## src/sv/drs_pkg.sv

```systemverilog
`default_nettype none
// ----------------------------------------------------------------------------
// Datetime record sorter package
// Record, neighbor link and control types shared by the sorting cells and
// the top level, and the ordering function used by the cells.
// ----------------------------------------------------------------------------
package drs_pkg;

  localparam int unsigned DrsRecords = 32;

  localparam int unsigned OwnerW  = 17;
  localparam int unsigned YearW   = 14;
  localparam int unsigned MonthW  = 4;
  localparam int unsigned DayW    = 5;
  localparam int unsigned HourW   = 5;
  localparam int unsigned MinuteW = 6;
  localparam int unsigned KeyW    = YearW + MonthW + DayW + HourW + MinuteW;

  typedef struct packed {
    logic [OwnerW-1:0]  owner;
    logic [YearW-1:0]   year;
    logic [MonthW-1:0]  month;
    logic [DayW-1:0]    day;
    logic [HourW-1:0]   hour;
    logic [MinuteW-1:0] minute;
  } rec_t;

  // Contents of one cell as seen by its neighbors.
  typedef struct packed {
    logic valid;
    rec_t rec;
  } slot_t;

  // Chain-wide control, the same for every cell.
  typedef struct packed {
    logic ins;  // insert the broadcast record
    logic pop;  // move every record one cell toward the head
  } ctrl_t;

  function automatic logic [KeyW-1:0] rec_key(input rec_t r);
    rec_key = {r.year, r.month, r.day, r.hour, r.minute};
  endfunction

  // True when record a must come strictly after record b. Empty records
  // (owner zero) go after all occupied ones and keep arrival order.
  function automatic logic rec_after(input rec_t a, input rec_t b);
    logic ea;
    logic eb;
    ea = (a.owner == '0);
    eb = (b.owner == '0);
    if (ea != eb) begin
      rec_after = ea;
    end else if (ea) begin
      rec_after = 1'b0;
    end else begin
      rec_after = rec_key(a) > rec_key(b);
    end
  endfunction

endpackage
`default_nettype wire

```

## src/sv/drs_cell.sv

```systemverilog
`default_nettype none
// ----------------------------------------------------------------------------
// Datetime record sorter cell
// One slot of the sorting chain: compares its record with the broadcast one
// and keeps its record or takes the new, the upstream or the downstream one.
// ----------------------------------------------------------------------------
module drs_cell (
  input  wire                  clk_i,
  input  wire                  rst_ni,
  input  wire drs_pkg::ctrl_t  ctrl_i,
  input  wire drs_pkg::rec_t   new_rec_i,
  input  wire drs_pkg::slot_t  up_slot_i,
  input  wire                  up_shift_i,
  input  wire drs_pkg::slot_t  down_slot_i,
  output drs_pkg::slot_t       slot_o,
  output logic                 shift_o
);

  logic          valid_q, valid_d;
  drs_pkg::rec_t rec_q, rec_d;

  // The new record belongs ahead of whatever this cell holds.
  assign shift_o = !valid_q || drs_pkg::rec_after(rec_q, new_rec_i);

  always_comb begin
    valid_d = valid_q;
    rec_d   = rec_q;
    if (ctrl_i.pop) begin
      valid_d = down_slot_i.valid;
      rec_d   = down_slot_i.rec;
    end else if (ctrl_i.ins && shift_o) begin
      if (up_shift_i) begin
        valid_d = up_slot_i.valid;
        rec_d   = up_slot_i.rec;
      end else begin
        valid_d = 1'b1;
        rec_d   = new_rec_i;
      end
    end
  end

  always_ff @(posedge clk_i or negedge rst_ni) begin
    if (!rst_ni) begin
      valid_q <= 1'b0;
    end else begin
      valid_q <= valid_d;
    end
  end

  always_ff @(posedge clk_i) begin
    rec_q <= rec_d;
  end

  assign slot_o.valid = valid_q;
  assign slot_o.rec   = rec_q;

endmodule
`default_nettype wire
```

## config.mk

```make
export PLATFORM = sky130hd
export DESIGN_NAME = drs_cell
export DESIGN_NICKNAME = d
export VERILOG_FILES = /design/src/sv/drs_pkg.sv /design/src/sv/drs_cell.sv
export SDC_FILE = /design/constraint.sdc
export NUM_CORES = 1
export LEC_CHECK = 0
export ABC_AREA = 1
export BUFFER_PORTS_ARGS = -buffer_cell sky130_fd_sc_hd__buf_2
export CORE_MARGIN = 2
export CORE_UTILIZATION = 45
export DETAILED_ROUTE_END_ITERATION = 6
export PLACE_DENSITY_LB_ADDON = 0.15
export RECOVER_POWER = 100
export SLEW_MARGIN = 20
export SYNTH_ARGS = -nofsm -noshare
export SYNTH_HDL_FRONTEND = slang
export SYNTH_SLANG_ARGS = --single-unit
```

## constraint.sdc

```tcl
create_clock -name clk_i -period 3.2 [get_ports clk_i]
set_clock_uncertainty 0.1 [all_clocks]
set_input_delay 0.64 -clock clk_i [delete_from_list [all_inputs] [get_ports clk_i]]
set_output_delay 0.64 -clock clk_i [all_outputs]
set_load 0.05 [all_outputs]
```

==> results_dict.tcl <==
set metrics [dict create \
    grt_start_max_net_pins 55 \
    core-area_um2 8090 \
    period_minus_slack_ns 2.96 \
    setup_total_negative_slack_ns 0 \
    detail-route-antenna-nets 0 \
    grt_pass1_wl_um 15800 \
    die_w_um 94.8 \
    dominant_delay_contributor_by_cell_family_on_the_critical_path "simple AND/OR/NAND/NOR gates" \
    synthesis.area_per_instance_um2 7.65 \
    holdCritPathClass "flop to flop" \
    cp_num_buf_inv 3 \
    detailedRoute.firstIterationViolations 130 \
    grt_antenna_before_repair 0 \
    regArea_um2 1560 \
    clk_pin_slew_worst_paths_ns 0.10 \
    maxCapViolations 1 \
    final_cell_mix "sky130_fd_sc_hd__buf_2 (158), sky130_fd_sc_hd__nand2_1 (115), sky130_fd_sc_hd__a21oi_1 (110), sky130_fd_sc_hd__nor2_1 (62), sky130_fd_sc_hd__clkbuf_1 (53)" \
    final_core_utilization_pct 60.1 \
    cts_root_buf "sky130_fd_sc_hd__clkbuf_8" \
    synth.yosys.warnings 0 \
    run_status "finished with violations" \
    global_route_usage_over_all_layers_pct 22.2 \
    timing.critical_path.fanout_max 2 \
    muxShareOfSynthArea_pct 0 \
    netlist.area_leader.share_pct 41.3 \
    max_slew_margin_pct -6.07 \
    worst-r2r-cell-count 16 \
    critical_path.startpoint_type "input port" \
    grt_setup_unrepaired "false" \
    layout.cells.most_common "sky130_fd_sc_hd__buf_2" \
    crit_chain "buf_2 -> inv_1 -> ha_1 -> nand2_1 -> nor2_2 -> nand3_1 -> nor2_1 -> nand2_1 -> nand2_1 -> nor2_1 -> nand2_1 -> nand2_1 -> nand2_1 -> nand2_1 -> nand2_2 -> clkbuf_4" \
    worst_path_max_delay_cell "sky130_fd_sc_hd__ha_1" \
    hold_depth 2 \
    synth_xor_xnor_area_share_pct 0 \
    num_vias 3932 \
    critical_path_arrival_ns 2.22 \
    fillers 814 \
    least_margin_pin_slew_ns 1.59 \
    combinational_family_with_the_most_area_after_synthesis "simple AND/OR/NAND/NOR gates" \
    remaining_overflow_grt 0 \
    synth-compound-area-share_pct 15.4 \
    cts_num_sinks 52 \
    post_synth_and_or_nand_nor_area_fraction_pct 23.1 \
    finalSetupViolCount 0 \
    critPathMostFrequentCell "sky130_fd_sc_hd__nand2_1" \
    critPathKind "input port to primary output" \
    drt_drc_violations_left 0 \
    violations_in_the_final_reports "max-capacitance violations, max-slew violations" \
    clock_buffers_created_by_tritoncts 5 \
    cp_slowest_stage_delay_ns 0.29 \
    pins_over_slew_limit 53 \
    h_tree_level_count 2 \
    diodes 0 \
    power.density_cell_area_nw_per_um2 414 \
    num_io_pins 213 \
    row_count 33 \
    synth_area_leaders "sky130_fd_sc_hd__edfxtp_1 (41%), sky130_fd_sc_hd__a21oi_1 (15%), sky130_fd_sc_hd__nand2_1 (12%), sky130_fd_sc_hd__ha_1 (11%), sky130_fd_sc_hd__nor2_1 (6.4%)" \
    cts_tree "done" \
    share_of_synthesized_cell_area_in_full_adder_half_adder_and_majority_cells_pct 11.5 \
    num-nets-final 879 \
    dp_hpwl_um 7840 \
    cellLeakagePower_uw 0.00241 \
    total_wire_length_um 10500 \
    syn_to_final_growth_pct 31.1 \
    syn_nets 679 \
    fin_worst_hold_slack_ns 0.498 \
    avgRoutedWirePerCell_um 13.3 \
    worstSetupEndpointType "primary output" \
    cp_data_required_time_ns 2.46 \
    synth_area_leader_cell "sky130_fd_sc_hd__edfxtp_1" \
    clock.fmax_mhz 337 \
    dieArea_um2 8990 \
    gp_congestion 0.801 \
    post-cts-setup-buffers 0 \
    die_height_um 94.8 \
    vias_per_cell 4.97 \
    syn-cell-area_um2 3710 \
    peakVddDrop_uv 184 \
    post_route_clock_period_utilization_pct 92.6 \
    worstSetupPathDepth 16 \
    clock_tree.buffer_depth 2 \
    worstSkewPairLatency_ns 0.31 \
    seq_area_frac_synth_pct 42.0 \
    syn_inst 485 \
    layout-drive-gt1-share_pct 26.5 \
    drtPass1Iterations 7 \
    place.port_buffers 212 \
    ys_types 26 \
    synth-seq-cells 52 \
    finalHoldViolations 0 \
    initial_core_util_pct 45.8 \
    multi_input_comb_area_um2 1850 \
    via_count_of_the_first_global_routing_pass 3570 \
]
[per-stage QoR]
| step | power, uW | setup slack [ns] | std cells | instance area [um2] |
|---|---|---|---|---|
| floorplan | 1430 | 0.0628 | 485 | 3710 |
| global placement | 1660 | 0.130 | 782 | 4840 |
| detailed placement | 1670 | 0.136 | 782 | 4840 |
| CTS | 2050 | 0.123 | 791 | 4940 |
| global route | 2130 | 0.0232 | 791 | 4860 |
| finish | 2010 | 0.235 | 791 | 4860 |
[layout make-up]
type	count	share of cell area [%]
Multi-Input combinational cell	356	38.1
Sequential cell	52	32.0
Timing Repair Buffer	216	21.2
Inverter	54	4.22
Tap cell	105	2.70
Clock buffer	5	1.41
Clock inverter	3	0.386
[layer usage]
layer,up-vias,share of wire [%],GRT usage (%)
li1,2016,-,-
met1,1765,42,27.2
met2,137,50,39.7
met3,14,6.8,4.71
met4,0,1.4,5.80
met5,-,0,0
[flip-flops by register name, indices dropped and copies added, names as in the netlist]
| name | count |
|---|---|
| valid_q | 1 |
| slot_o | 51 |
[repair_timing]
item	4_1_cts	5_1_grt
gates resized for setup	0	2
setup endpoints to repair	0	1
hold endpoints to repair	1	0
hold buffers	1	0
[worst min-delay path: stages (launching register included)]
cell                      delay (ns)
sky130_fd_sc_hd__dfrtp_1        0.41
sky130_fd_sc_hd__nand3_1        0.10
sky130_fd_sc_hd__nand2_1        0.06
[where the power goes]
group / switching [uW] / internal (uW)
clock network: 223 / 152
registers: 42.0 / 843
logic: 536 / 218
total: 801 / 1210
[synthesized netlist by cell type]
cell type / n
sky130_fd_sc_hd__buf_1: 3
sky130_fd_sc_hd__dfrtp_1: 1
sky130_fd_sc_hd__o21ai_0: 1
sky130_fd_sc_hd__nand4_1: 4
sky130_fd_sc_hd__inv_4: 1
sky130_fd_sc_hd__nand2_2: 5
sky130_fd_sc_hd__nand2_1: 114
sky130_fd_sc_hd__nand3_1: 7
sky130_fd_sc_hd__nor4_1: 6
sky130_fd_sc_hd__nor3_1: 3
sky130_fd_sc_hd__a21o_1: 1
sky130_fd_sc_hd__or2_1: 1
sky130_fd_sc_hd__clkinv_1: 1
sky130_fd_sc_hd__inv_1: 50
sky130_fd_sc_hd__buf_4: 2
sky130_fd_sc_hd__edfxtp_1: 51
sky130_fd_sc_hd__ha_1: 34
sky130_fd_sc_hd__a21oi_2: 1
sky130_fd_sc_hd__a21oi_1: 110
sky130_fd_sc_hd__clkbuf_1: 17
sky130_fd_sc_hd__nand3_2: 1
sky130_fd_sc_hd__inv_2: 2
sky130_fd_sc_hd__nor2_2: 4
sky130_fd_sc_hd__nor2_1: 63
sky130_fd_sc_hd__buf_2: 1
sky130_fd_sc_hd__and3_1: 1
[kinds of logic (layout without fill, tap and decap cells)]
family | Yosys count | in the layout
flip-flops | 52 | 52
AND/OR/NAND/NOR | 209 | 209
adder cells (fa/ha/maj) | 34 | 34
buffers and inverters | 77 | 278
AO/OA/AOI/OAI | 113 | 113
[worst paths after layout]
| path | endpoint | slack (ns) | start |
|---|---|---|---|
| setup / recovery | shift_o | 0.24 | new_rec_i[5] |
| hold / removal | valid_q | 0.50 | valid_q |
| setup reg to reg | slot_o[13] | 0.26 | slot_o[5] |
| hold reg to reg | valid_q | 0.50 | valid_q |
| max in group asynchronous | valid_q | 2.38 | rst_ni |
| min in group asynchronous | valid_q | 0.54 | rst_ni |
Power figures use the tool's default switching activity.
